### config.mk
export PLATFORM = sky130hd
export DESIGN_NAME = nibble_image_run_stats
export DESIGN_NICKNAME = d
export VERILOG_FILES = /design/src/nirs_pkg.sv /design/src/nirs_ram.sv /design/src/nibble_image_run_stats.sv
export SDC_FILE = /design/constraint.sdc
export NUM_CORES = 2
export LEC_CHECK = 0
export ABC_AREA = 1
export BUFFER_PORTS_ARGS = -buffer_cell sky130_fd_sc_hd__clkbuf_2
export CAP_MARGIN = 40
export CORE_UTILIZATION = 32
export CTS_CLUSTER_DIAMETER = 150
export DETAILED_ROUTE_END_ITERATION = 10
export GPL_TIMING_DRIVEN = 1
export SKIP_CTS_REPAIR_TIMING = 1
export SLEW_MARGIN = 25
export SYNTH_ARGS = -nofsm -noshare
export SYNTH_HDL_FRONTEND = slang
export SYNTH_HIERARCHICAL = 1
export SYNTH_SLANG_ARGS = --single-unit
### constraint.sdc
create_clock -name i_clk -period 17 [get_ports i_clk]
set_input_delay 1.7 -clock i_clk [delete_from_list [all_inputs] [get_ports i_clk]]
set_output_delay 1.7 -clock i_clk [all_outputs]
set_load 0.005 [all_outputs]
### src/nirs_pkg.sv
`timescale 1ns / 1ps

package nirs_pkg;

    localparam int WORD_W       = 16;
    localparam int PIX_W        = 4;
    localparam int PIX_PER_WORD = 4;
    localparam int RUN_W        = 8;
    localparam int LANE_W       = PIX_W + RUN_W;
    localparam int ENTRY_W      = LANE_W * PIX_PER_WORD;
    localparam int CNT_W        = 15;
    localparam int WPR_W        = 6;
    localparam int RPF_W        = 8;
    localparam int CFG_IDX_W    = 2;

    localparam logic [PIX_W-1:0] PIX_BLACK = 4'h0;
    localparam logic [PIX_W-1:0] PIX_WHITE = 4'hF;
    localparam logic [RUN_W-1:0] RUN_ONE   = 8'd1;
    localparam logic [RUN_W-1:0] RUN_MAX   = 8'd255;

    localparam logic [WPR_W-1:0] WPR_RESET = 6'd24;
    localparam logic [RPF_W-1:0] RPF_RESET = 8'd96;

    typedef enum logic [CFG_IDX_W-1:0] {
        CFG_WORDS_PER_ROW  = 2'd0,
        CFG_ROWS_PER_FRAME = 2'd1
    } t_cfg_idx;

    function automatic logic [RUN_W-1:0] run_inc(input logic [RUN_W-1:0] r);
        return (r == RUN_MAX) ? RUN_MAX : r + RUN_ONE;
    endfunction

endpackage

### src/nirs_ram.sv
`timescale 1ns / 1ps

module nirs_ram #(
    parameter int WIDTH = 48,
    parameter int DEPTH = 32
) (
    input  logic                                  i_clk,
    input  logic                                  i_we,
    input  logic [(DEPTH > 1 ? $clog2(DEPTH) : 1)-1:0] i_waddr,
    input  logic [WIDTH-1:0]                      i_wdata,
    input  logic                                  i_re,
    input  logic [(DEPTH > 1 ? $clog2(DEPTH) : 1)-1:0] i_raddr,
    output logic [WIDTH-1:0]                      o_rdata
);

    logic [WIDTH-1:0] r_mem [DEPTH];
    logic [WIDTH-1:0] r_rdata;

    always_ff @(posedge i_clk) begin
        if (i_we) begin
            r_mem[i_waddr] <= i_wdata;
        end
        if (i_re) begin
            r_rdata <= r_mem[i_raddr];
        end
    end

    assign o_rdata = r_rdata;

endmodule

### src/nibble_image_run_stats.sv
`timescale 1ns / 1ps

// Frame statistics over a raster of 4-bit pixels, four per 16-bit word
// (bits 15..12 leftmost). One word is taken per cycle unless o_in_stall holds it
// off; each word goes through a read of the per-column memory at its word column,
// then the run update and write-back, with forwarding when consecutive words
// hit the same column. The word that closes a frame yields one result and
// the statistics restart. Results wait in a two-entry output buffer; a
// frame-closing word is held off only while both entries would still be
// taken when its result arrives, so frames of a single word run at one word
// per cycle as long as results are taken as they appear.
// The column memory needs no clearing: the first row of each frame ignores
// the stored entries and rewrites every column that it reads.
module nibble_image_run_stats #(
    parameter int MAX_ROW_PIXELS = 128,
    parameter int MAX_ROWS       = 128
) (
    input  logic                              i_clk,
    input  logic                              i_rst_n,
    input  logic                              i_in_valid,
    output logic                              o_in_stall,
    input  logic [nirs_pkg::WORD_W-1:0]       i_pixel_word,
    output logic                              o_out_valid,
    input  logic                              i_out_stall,
    output logic [nirs_pkg::CNT_W-1:0]        o_black_total,
    output logic [nirs_pkg::CNT_W-1:0]        o_white_total,
    output logic [nirs_pkg::RUN_W-1:0]        o_longest_row_run,
    output logic [nirs_pkg::RUN_W-1:0]        o_longest_column_run,
    input  logic                              i_cfg_valid,
    output logic                              o_cfg_ready,
    input  logic [nirs_pkg::CFG_IDX_W-1:0]    i_cfg_index,
    input  logic [31:0]                       i_cfg_data
);

    import nirs_pkg::*;

    localparam int MAX_WORDS = MAX_ROW_PIXELS / 4;
    localparam int WP_W      = (MAX_WORDS > 1) ? $clog2(MAX_WORDS) : 1;
    localparam int RP_W      = (MAX_ROWS > 1) ? $clog2(MAX_ROWS) : 1;
    localparam int WC_W0     = $clog2(MAX_WORDS + 1) + 1;
    localparam int WC_W      = (WC_W0 > WPR_W) ? WC_W0 : WPR_W + 1;
    localparam int RC_W0     = $clog2(MAX_ROWS + 1) + 1;
    localparam int RC_W      = (RC_W0 > RPF_W) ? RC_W0 : RPF_W + 1;
    localparam logic [WC_W-1:0] MAX_WORDS_C = WC_W'(MAX_WORDS);
    localparam logic [RC_W-1:0] MAX_ROWS_C  = RC_W'(MAX_ROWS);

    // configuration
    logic [WPR_W-1:0] r_words_per_row;
    logic [RPF_W-1:0] r_rows_per_frame;

    assign o_cfg_ready = 1'b1;

    always_ff @(posedge i_clk) begin
        if (!i_rst_n) begin
            r_words_per_row  <= WPR_RESET;
            r_rows_per_frame <= RPF_RESET;
        end else if (i_cfg_valid) begin
            unique case (t_cfg_idx'(i_cfg_index))
                CFG_WORDS_PER_ROW:  r_words_per_row  <= i_cfg_data[WPR_W-1:0];
                CFG_ROWS_PER_FRAME: r_rows_per_frame <= i_cfg_data[RPF_W-1:0];
                default: ;
            endcase
        end
    end

    logic [WC_W-1:0] eff_words;
    logic [RC_W-1:0] eff_rows;
    logic [WC_W-1:0] wpr_ext;
    logic [RC_W-1:0] rpf_ext;

    assign wpr_ext   = WC_W'(r_words_per_row);
    assign rpf_ext   = RC_W'(r_rows_per_frame);
    assign eff_words = (wpr_ext == '0 || wpr_ext > MAX_WORDS_C) ? MAX_WORDS_C : wpr_ext;
    assign eff_rows  = (rpf_ext == '0 || rpf_ext > MAX_ROWS_C) ? MAX_ROWS_C : rpf_ext;

    // stage 0: positions and memory read
    logic [WP_W-1:0] r_word_pos;
    logic [RP_W-1:0] r_row_pos;
    logic            row_end;
    logic            frame_end;
    logic            accept;

    logic            r_s1_valid;
    logic            r_s1_last;
    logic            r_s1_row_start;
    logic            r_s1_first_row;
    logic [WP_W-1:0] r_s1_addr;
    logic [WORD_W-1:0] r_s1_word;
    logic            r_s1_fwd;
    logic [ENTRY_W-1:0] r_fwd_data;

    logic [CNT_W-1:0] r_out_black;
    logic [CNT_W-1:0] r_out_white;
    logic [RUN_W-1:0] r_out_row_run;
    logic [RUN_W-1:0] r_out_col_run;
    logic             r_out_valid;

    logic [CNT_W-1:0] r_skid_black;
    logic [CNT_W-1:0] r_skid_white;
    logic [RUN_W-1:0] r_skid_row_run;
    logic [RUN_W-1:0] r_skid_col_run;
    logic             r_skid_valid;

    logic             res_push;
    logic             res_pop;
    logic [1:0]       res_held;

    logic [ENTRY_W-1:0] rdata;
    logic [ENTRY_W-1:0] n_entry;

    assign row_end   = (WC_W'(r_word_pos) + WC_W'(1)) >= eff_words;
    assign frame_end = row_end && ((RC_W'(r_row_pos) + RC_W'(1)) >= eff_rows);

    // results still buffered once this edge has passed
    assign res_push = r_s1_valid && r_s1_last;
    assign res_pop  = r_out_valid && !i_out_stall;
    assign res_held = {1'b0, r_out_valid} + {1'b0, r_skid_valid} + {1'b0, res_push}
                      - {1'b0, res_pop};

    assign o_in_stall = frame_end && (res_held >= 2'd2);
    assign accept     = i_in_valid && !o_in_stall;

    always_ff @(posedge i_clk) begin
        if (!i_rst_n) begin
            r_word_pos <= '0;
            r_row_pos  <= '0;
            r_s1_valid <= 1'b0;
        end else begin
            r_s1_valid <= accept;
            if (accept) begin
                if (row_end) begin
                    r_word_pos <= '0;
                    r_row_pos  <= frame_end ? '0 : r_row_pos + RP_W'(1);
                end else begin
                    r_word_pos <= r_word_pos + WP_W'(1);
                end
            end
        end
    end

    always_ff @(posedge i_clk) begin
        if (accept) begin
            r_s1_last      <= frame_end;
            r_s1_row_start <= (r_word_pos == '0);
            r_s1_first_row <= (r_row_pos == '0);
            r_s1_addr      <= r_word_pos;
            r_s1_word      <= i_pixel_word;
            r_s1_fwd       <= r_s1_valid && (r_s1_addr == r_word_pos);
            r_fwd_data     <= n_entry;
        end
    end

    nirs_ram #(
        .WIDTH (ENTRY_W),
        .DEPTH (MAX_WORDS)
    ) u_col_mem (
        .i_clk   (i_clk),
        .i_we    (r_s1_valid),
        .i_waddr (r_s1_addr),
        .i_wdata (n_entry),
        .i_re    (accept),
        .i_raddr (r_word_pos),
        .o_rdata (rdata)
    );

    // stage 1: run update and write-back
    logic [PIX_W-1:0] r_prev_pix;
    logic [RUN_W-1:0] r_cur_run;
    logic [RUN_W-1:0] r_best_row;
    logic [RUN_W-1:0] r_best_col;
    logic [CNT_W-1:0] r_black;
    logic [CNT_W-1:0] r_white;

    logic [PIX_W-1:0] n_prev_pix;
    logic [RUN_W-1:0] n_cur_run;
    logic [RUN_W-1:0] n_best_row;
    logic [RUN_W-1:0] n_best_col;
    logic [CNT_W-1:0] n_black;
    logic [CNT_W-1:0] n_white;

    always_comb begin
        logic [ENTRY_W-1:0] old_entry;
        logic [PIX_W-1:0]   pix;
        logic [PIX_W-1:0]   old_pix;
        logic [RUN_W-1:0]   old_run;
        logic [RUN_W-1:0]   vrun;
        logic [2:0]         nb;
        logic [2:0]         nw;

        old_entry  = r_s1_fwd ? r_fwd_data : rdata;
        n_prev_pix = r_prev_pix;
        n_cur_run  = r_cur_run;
        n_best_row = r_best_row;
        n_best_col = r_best_col;
        n_entry    = '0;
        nb         = '0;
        nw         = '0;
        for (int k = 0; k < PIX_PER_WORD; k++) begin
            pix     = r_s1_word[WORD_W-PIX_W-PIX_W*k +: PIX_W];
            old_pix = old_entry[LANE_W*k +: PIX_W];
            old_run = old_entry[LANE_W*k+PIX_W +: RUN_W];

            if (pix == PIX_BLACK) nb = nb + 3'd1;
            if (pix == PIX_WHITE) nw = nw + 3'd1;

            if (k == 0 && r_s1_row_start) begin
                n_cur_run = RUN_ONE;
            end else if (pix == n_prev_pix) begin
                n_cur_run = run_inc(n_cur_run);
            end else begin
                n_cur_run = RUN_ONE;
            end
            n_prev_pix = pix;
            if (n_cur_run > n_best_row) n_best_row = n_cur_run;

            if (r_s1_first_row || pix != old_pix) begin
                vrun = RUN_ONE;
            end else begin
                vrun = run_inc(old_run);
            end
            if (vrun > n_best_col) n_best_col = vrun;

            n_entry[LANE_W*k +: LANE_W] = {vrun, pix};
        end
        n_black = r_black + CNT_W'(nb);
        n_white = r_white + CNT_W'(nw);
    end

    always_ff @(posedge i_clk) begin
        if (!i_rst_n) begin
            r_prev_pix <= '0;
            r_cur_run  <= '0;
            r_best_row <= '0;
            r_best_col <= '0;
            r_black    <= '0;
            r_white    <= '0;
        end else if (r_s1_valid) begin
            if (r_s1_last) begin
                r_prev_pix <= '0;
                r_cur_run  <= '0;
                r_best_row <= '0;
                r_best_col <= '0;
                r_black    <= '0;
                r_white    <= '0;
            end else begin
                r_prev_pix <= n_prev_pix;
                r_cur_run  <= n_cur_run;
                r_best_row <= n_best_row;
                r_best_col <= n_best_col;
                r_black    <= n_black;
                r_white    <= n_white;
            end
        end
    end

    // result buffer: output register plus one skid entry
    always_ff @(posedge i_clk) begin
        if (!i_rst_n) begin
            r_out_valid  <= 1'b0;
            r_skid_valid <= 1'b0;
        end else if (!r_out_valid || !i_out_stall) begin
            r_out_valid  <= r_skid_valid || res_push;
            r_skid_valid <= r_skid_valid && res_push;
        end else if (res_push) begin
            r_skid_valid <= 1'b1;
        end
    end

    always_ff @(posedge i_clk) begin
        if (!r_out_valid || !i_out_stall) begin
            if (r_skid_valid) begin
                r_out_black   <= r_skid_black;
                r_out_white   <= r_skid_white;
                r_out_row_run <= r_skid_row_run;
                r_out_col_run <= r_skid_col_run;
            end else begin
                r_out_black   <= n_black;
                r_out_white   <= n_white;
                r_out_row_run <= n_best_row;
                r_out_col_run <= n_best_col;
            end
        end
        if (res_push && (r_skid_valid || (r_out_valid && i_out_stall))) begin
            r_skid_black   <= n_black;
            r_skid_white   <= n_white;
            r_skid_row_run <= n_best_row;
            r_skid_col_run <= n_best_col;
        end
    end

    assign o_out_valid          = r_out_valid;
    assign o_black_total        = r_out_black;
    assign o_white_total        = r_out_white;
    assign o_longest_row_run    = r_out_row_run;
    assign o_longest_column_run = r_out_col_run;

endmodule
; ---- Yosys cells after proc, flatten, opt, wreduce, memory -nomap -nowiden
; Memories as Yosys holds them, arrays and structs flattened. A register that Yosys moved wholly into a read port is not among the register bits.
; Index checks and enable logic that the tools add are counted.
; Widths: inputs -> output; s select.
[op_classes]
n_addsub = 23
n_mul = 0
div = 0
order_cmp = 13
eq_ne = 22
shift = 0
muxes = 52
bitwise = 0
reduce_logical = 34
[op_table]
columns = operator, n
row1 = $mux 8, 31
row2 = $add 8x1->8 const B, 8
row3 = $eq 8x8->1 const B, 8
row4 = $gt 8x8->1, 8
row5 = $mux 15, 4
row6 = $mux 48, 1
row7 = $add 15x3->15, 2
row8 = $add 3x1->3 const B, 6
row9 = $mux 3, 6
row10 = $eq 4x4->1, 4
row11 = $eq 4x4->1 const B, 4
row12 = $logic_not 4->1, 4
row13 = $ne 4x4->1, 4
row14 = $logic_not 7->1, 2
row15 = $logic_and 1x1->1, 9
row16 = $logic_not 9->1, 1
row17 = $logic_or 1x1->1, 9
row18 = $add 7x1->8 const B, 1
row19 = $ge 8x8->1, 1
row20 = $gt 8x8->1 const B, 1
row21 = $add 7x1->7 const B, 1
row22 = $mux 7, 1
row23 = $add 5x1->6 const B, 1
row24 = $ge 6x6->1, 1
row25 = other kinds (17), 26
[totals]
ff_bits = 252
latchBits = 0
mem_bits_rw = 1536
rom_bits = 0
in_bits = 55
out_inout_bits = 49
elab_cells = 173
mem_count = 1
[memory_table]
columns = memory, depth, word_bits, rd, rd_ports_with_merged_regs, write_ports, line_no
row1 = u_col_mem.r_mem, 32, 48, 1, 1, 1, nirs_ram.sv:16  ; logic [WIDTH-1:0] r_mem [DEPTH];

; ---- Depth between registers and ports, before layout
[logic_depth]
word_depth = 16
depth_mapped = 60
ltp_nobuf = 54

; ---- Cells and area by module
; The synthesis kept the hierarchy.
[modules_own_cells]
columns = mod, n_inst, cells_per_inst, area_per_inst_um2, seq_area_each_um2
row1 = nirs_ram, 1, 5279, 63449.6, 47565.6
row2 = nibble_image_run_stats, 1, 1948, 15695.1, 6696.4

; ---- Worst setup path before layout
; No wires, ideal clock.
[synth_timing]
path_kind = register -> register
start = reg r_s1_fwd
end = reg r_out_col_run[2], in the netlist o_longest_column_run[2] (data pin)
setup_ps = 252
arrival_ps = 8617
required_time_ps = 16748
slack_ps = 8131
path_stages_with_launch = 53
path_buffers = 7
synth_period_minus_slack_ps = 8869
cell_sequence = edfxtp_1 > buf_4 > buf_2 > buf_4 > clkbuf_1 > o21ai_0 > inv_1 > ha_1 > nand3_1 > nor2_1 > nand2_1 > nor2_1 > nand2_1 > a21oi_1 > ha_1 > nand2_1 > o21ai_0 > nand2_1 > [17 not listed] > a21oi_1 > nor2_1 > a211oi_1 > nand2_2 > nand2_2 > nand2_1 > and2_1 > ha_1 > nand2_1 > o21ai_0 > nand2_1 > a32oi_1 > inv_1 > clkbuf_1 > or2_2 > and2_4 > nand2_1 > nand2_1
[synth_between]
elab_chain_cells = 13
word_cells_on_any_way = 34
classes_between = add/sub (4) / order compare (4) / eq/ne (8) / mux (14) / reduce/logical (4)
[synth_lines]
columns = element, line_no
row1 = start: declaration, nibble_image_run_stats.sv:89  ; logic r_s1_fwd;
row2 = start signal: assignment, nibble_image_run_stats.sv:148  ; r_s1_fwd <= r_s1_valid && (r_s1_addr == r_word_pos);
row3 = $mux 48 *, nibble_image_run_stats.sv:190  ; old_entry = r_s1_fwd ? r_fwd_data : rdata;
row4 = $add 8x1->8 (tied with other cells), nirs_pkg.sv:30  ; return (r == RUN_MAX) ? RUN_MAX : r + RUN_ONE;
row5 = $mux 8 / $logic_or 1x1->1 (equally long branches), "nirs_pkg.sv:30, nibble_image_run_stats.sv:216"
row6 = $mux 8 *, nibble_image_run_stats.sv:216  ; if (r_s1_first_row || pix != old_pix) begin
row7 = named net n_entry[7], nibble_image_run_stats.sv:109  ; logic [ENTRY_W-1:0] n_entry;
row8 = $gt 8x8->1, nibble_image_run_stats.sv:221  ; if (vrun > n_best_col) n_best_col = vrun;
row9 = $mux 8 *, nibble_image_run_stats.sv:221
row10 = $gt 8x8->1, nibble_image_run_stats.sv:221
row11 = $mux 8 *, nibble_image_run_stats.sv:221
row12 = $gt 8x8->1, nibble_image_run_stats.sv:221
row13 = $mux 8 *, nibble_image_run_stats.sv:221
row14 = $gt 8x8->1, nibble_image_run_stats.sv:221
row15 = $mux 8 *, nibble_image_run_stats.sv:221
row16 = named net n_best_col[2], nibble_image_run_stats.sv:177  ; logic [RUN_W-1:0] n_best_col;
row17 = $mux 8 *, nibble_image_run_stats.sv:271  ; if (r_skid_valid) begin
row18 = end signal: assignment, nibble_image_run_stats.sv:275  ; r_out_col_run <= r_skid_col_run;
row19 = end signal: assignment, nibble_image_run_stats.sv:280  ; r_out_col_run <= n_best_col;
row20 = end: declaration, nibble_image_run_stats.sv:95  ; logic [RUN_W-1:0] r_out_col_run;
; Mark *: on every way through the listed nets, which the timed path passes. The rest lies on a longest branch.
; A chain may end at the register's enable or synchronous reset.

; ---- Worst setup path after layout
[layout_timing]
start = reg r_s1_fwd
end = reg r_out_col_run[4], in the netlist o_longest_column_run[4] (data pin)
; The elaborated chain is that of the path after synthesis.

==> metrics.md <==
| Metric | Value |
|---|---|
| Outcome | `finished clean` |
| Post-synthesis sequential area ratio | `0.686` |
| IR Drop Worst-Case VDD | `333 uV` |
| Switching pwr | `4.15 mW` |
| Post-Route WL | `220000 um` |
| Synth Instances | `7227` |
| Post-synthesis xor/xnor area fraction | `0.00874` |
| Routed vias | `53600` |
| Total GRT Usage | `0.173` |
| Filler cell count in the final layout | `23600` |
| Die area | `249000 um^2` |
| Worst setup margin | `7.34 ns` |
| Non-Filler Instances | `10700` |
| Final Cell Area | `90100 um^2` |
| Initial antenna violation count | `5` |
| H-tree depth | `4` |
| Slew @ Worst Pin | `1.17 ns` |
| Slew Limit Fails | `0` |
| Syn_area_per_cell | `11.0 um^2` |
| Placed inst area | `84100 um^2` |
| Site Rows | `182` |
| Setup slack at placement | `7.43 ns` |
| Final Cycle Share | `0.568` |
| First-pass GRT wire length | `326000 um` |
| Total internal power | `8.84 mW` |
| PwrDens | `144 nW/um^2` |
| Congestion Overflow GR | `0` |
| CP peak stage delay | `0.59 ns` |
| Max stage delay cell, worst path | `buf_4` |
| CTS Buf Count | `187` |
| GR Util met1 | `0.234` |
| Inst Count DP | `10300` |
| Clock transition at path regs | `0.06 ns` |
| Sequential power share | `0.408` |
| Synth Area in Compound Gates | `0.0183` |
| I/O pin count | `104` |
| Initial DRC count | `5269` |
| CP required | `17.60 ns` |
| Pleak | `33.5 nW` |
| Starting Density | `0.322` |
| Yosys top cell area share | `0.664` |
| Asr flop ratio synth | `0` |
| Cell mode on critical path | `nand2_1` |
| Detailed Place HPWL | `122000 um` |
| Vias per std cell | `5.02` |
| Hold Fails Final Rpt | `0` |
| Clock root cell | `clkbuf_16` |
| Port bufs | `78` |
| Antenna-violating nets left | `0` |
| # DRC | `0` |
| Ys Warns | `6` |
| CP Buf/Inv Count | `7` |
| Clk buf depth | `3` |
| Net count, final | `7456` |
| Clock share of power | `0.304` |
| CP max FO | `48` |
| Gr busiest metal | `met2` |
| Total stage count of the critical path | `47` |
| Mux share of post-synthesis cell area | `0.00114` |
| Worst setup EP type | `flip-flop` |
| Vias in the first global route | `51300` |
| Clock Skew | `0.0403 ns` |
| Setup CP Type | `flip-flop to flip-flop` |
| Worst-skew pair later-pin latency | `0.85 ns` |
| Chip width | `499 um` |
| Adder-cell share of the synthesized area | `0.0160` |
| Clock sink total | `1836` |
| Syn Std Cell Area | `79100 um^2` |
| Hold Crit Class | `flip-flop to flip-flop` |
| Final setup violation count | `0` |
| GP Congestion | `0.851` |
| Worst setup SP type | `flip-flop` |
| Core Area | `246000 um^2` |
| Main combinational cell family by area after synthesis | `simple AND/OR/NAND/NOR gates` |
| Area grow syn2layout | `13.9%` |
| Worst R2R Path Depth | `47` |
| Drt pass-1 iters | `6` |
| Cells on Worst Hold Path | `2` |
| Average routed wire per standard cell | `20.6 um` |
| Synth cell types | `59` |
| Switching Fraction | `0.320` |
| Number of synthesized flops with an enable pin | `1749` |
| Combinational share of power | `0.289` |
| TritonCTS clock tree | `yes` |
| Worst EP arrival | `10.26 ns` |
| Number of max-cap violations | `0` |
| Share of cells above drive strength 1 | `0.0927` |
| Final critical-path required period | `9.66 ns` |
| Leading area contributor after synthesis | `edfxtp_1` |
| Area contributors post-synth | `edfxtp_1, nand2_1, nand3_1` |
| Grt met2 use | `0.285` |
| Cell class contributing the biggest share of worst-path delay | `simple AND/OR/NAND/NOR gates` |
| RSZ-0062 raised after global routing | `false` |
| Main flop type after synthesis | `edfxtp_1` |
| Slew HR | `0.217` |
| Met3 GRT Util | `0.0262` |
| Setup TNS | `0 ns` |
| F_max | `103 MHz` |
| Die H | `499 um` |
| Syn_nets | `7382` |
| Synth Area in Simple Gates | `0.233` |
| Largest net degree at the start of global routing | `224` |
| Flops & latches, synth | `1836` |
-- through the flow --
step                      power, mW  hold slack [ns]  utilization
after detailed placement       9.13            0.457        0.342
after CTS                      13.1            0.466        0.366
final                          13.0            0.466        0.367
after global routing           13.7            0.490        0.367
after global placement         9.06            0.453        0.337
after floorplan                8.24            0.442            -
-- sequential cells by signal, indices dropped and copies added (netlist names), 15 cells and up --
signal             cells
u_col_mem/r_mem     1536
r_fwd_data            48
u_col_mem/o_rdata     48
r_s1_word             16
o_black_total         15
o_white_total         15
r_black               15
r_skid_black          15
r_skid_white          15
r_white               15
-- cells by family after synthesis --
family / Yosys count
AO/OA/AOI/OAI: 262
XOR/XNOR: 79
adder cells (fa/ha/maj): 100
buffers and inverters: 633
flip-flops: 1836
multiplexers: 9
other: 1
AND/OR/NAND/NOR: 4307
-- layout make-up --
cell class	instances	area, um^2	area share
well taps	3220	4030	0.0447
repair buffers	263	2740	0.0303
multi-input cells	4758	22300	0.247
flip-flops and latches	1836	54300	0.602
clock buffers	244	4960	0.0550
clock inverters	96	880	0.00976
diodes	3	7.51	0.0000833
inverters	255	992	0.0110
-- routing by layer --
layer,part of all wire,up-vias
li1,-,25000
met1,0.43,26300
met2,0.48,1946
met4,0.026,2
met3,0.073,335
met5,0.000077,-
-- Yosys cell counts, drive strengths merged, types with 23 or more instances --
master	n
nand3	1273
inv	251
clkbuf	112
or2	26
a21oi	117
xor2	59
edfxtp	1749
nand2	2737
nor3	23
o21ai	97
ha	98
and2	28
buf	266
nor2	171
dfxtp	87
-- power by group through the flow --
stage                     clock network (mW)  registers [mW]  logic [mW]
after floorplan                            0            5.36        2.87
after global routing                    4.18            5.30        4.24
final                                   3.94            5.30        3.75
after CTS                               4.02            5.30        3.75
after global placement                     0            5.40        3.66
after detailed placement                   0            5.39        3.74
-- tightest hold or removal path, delay by kind of cell, from the launching register on --
kind	cells	cell delay (ns)
AOI/OAI and AO/OA	1	0.05
and+or+nand+nor	1	0.06
DFF	1	0.31
-- cells in the final DEF, fill, tap and decap left out, types with 13 or more instances in the layout --
cell type	Yosys	layout
nand2_1	2708	2707
edfxtp_1	1749	1749
nand3_1	1261	1261
inv_1	235	230
clkbuf_16	0	190
nor2_1	157	121
buf_4	45	108
a21oi_1	116	107
ha_1	98	98
o21ai_0	89	89
dfxtp_1	87	81
clkbuf_2	0	78
xor2_1	59	59
clkbuf_1	112	54
clkinv_1	4	51
nor2_4	3	37
buf_12	0	31
nand2_2	24	25
or2_2	25	25
buf_16	0	22
xnor2_1	20	20
nand4_1	19	19
clkinv_2	0	19
inv_2	16	18
nor3_1	18	18
and2_4	16	16
buf_8	1	15
nor4_1	15	13
-- final timing paths --
path	start	endpoint	slack [ns]
max	r_s1_fwd$_DFFE_PP_	o_longest_column_run[4]$_DFFE_PN_	7.34
min	r_best_row[6]$_SDFFE_PN0P_	r_best_row[6]$_SDFFE_PN0P_	0.47
max reg2reg	r_s1_fwd$_DFFE_PP_	o_longest_column_run[4]$_DFFE_PN_	7.34
min reg2reg	r_best_row[6]$_SDFFE_PN0P_	r_best_row[6]$_SDFFE_PN0P_	0.47
Power figures use the tool's default switching activity.
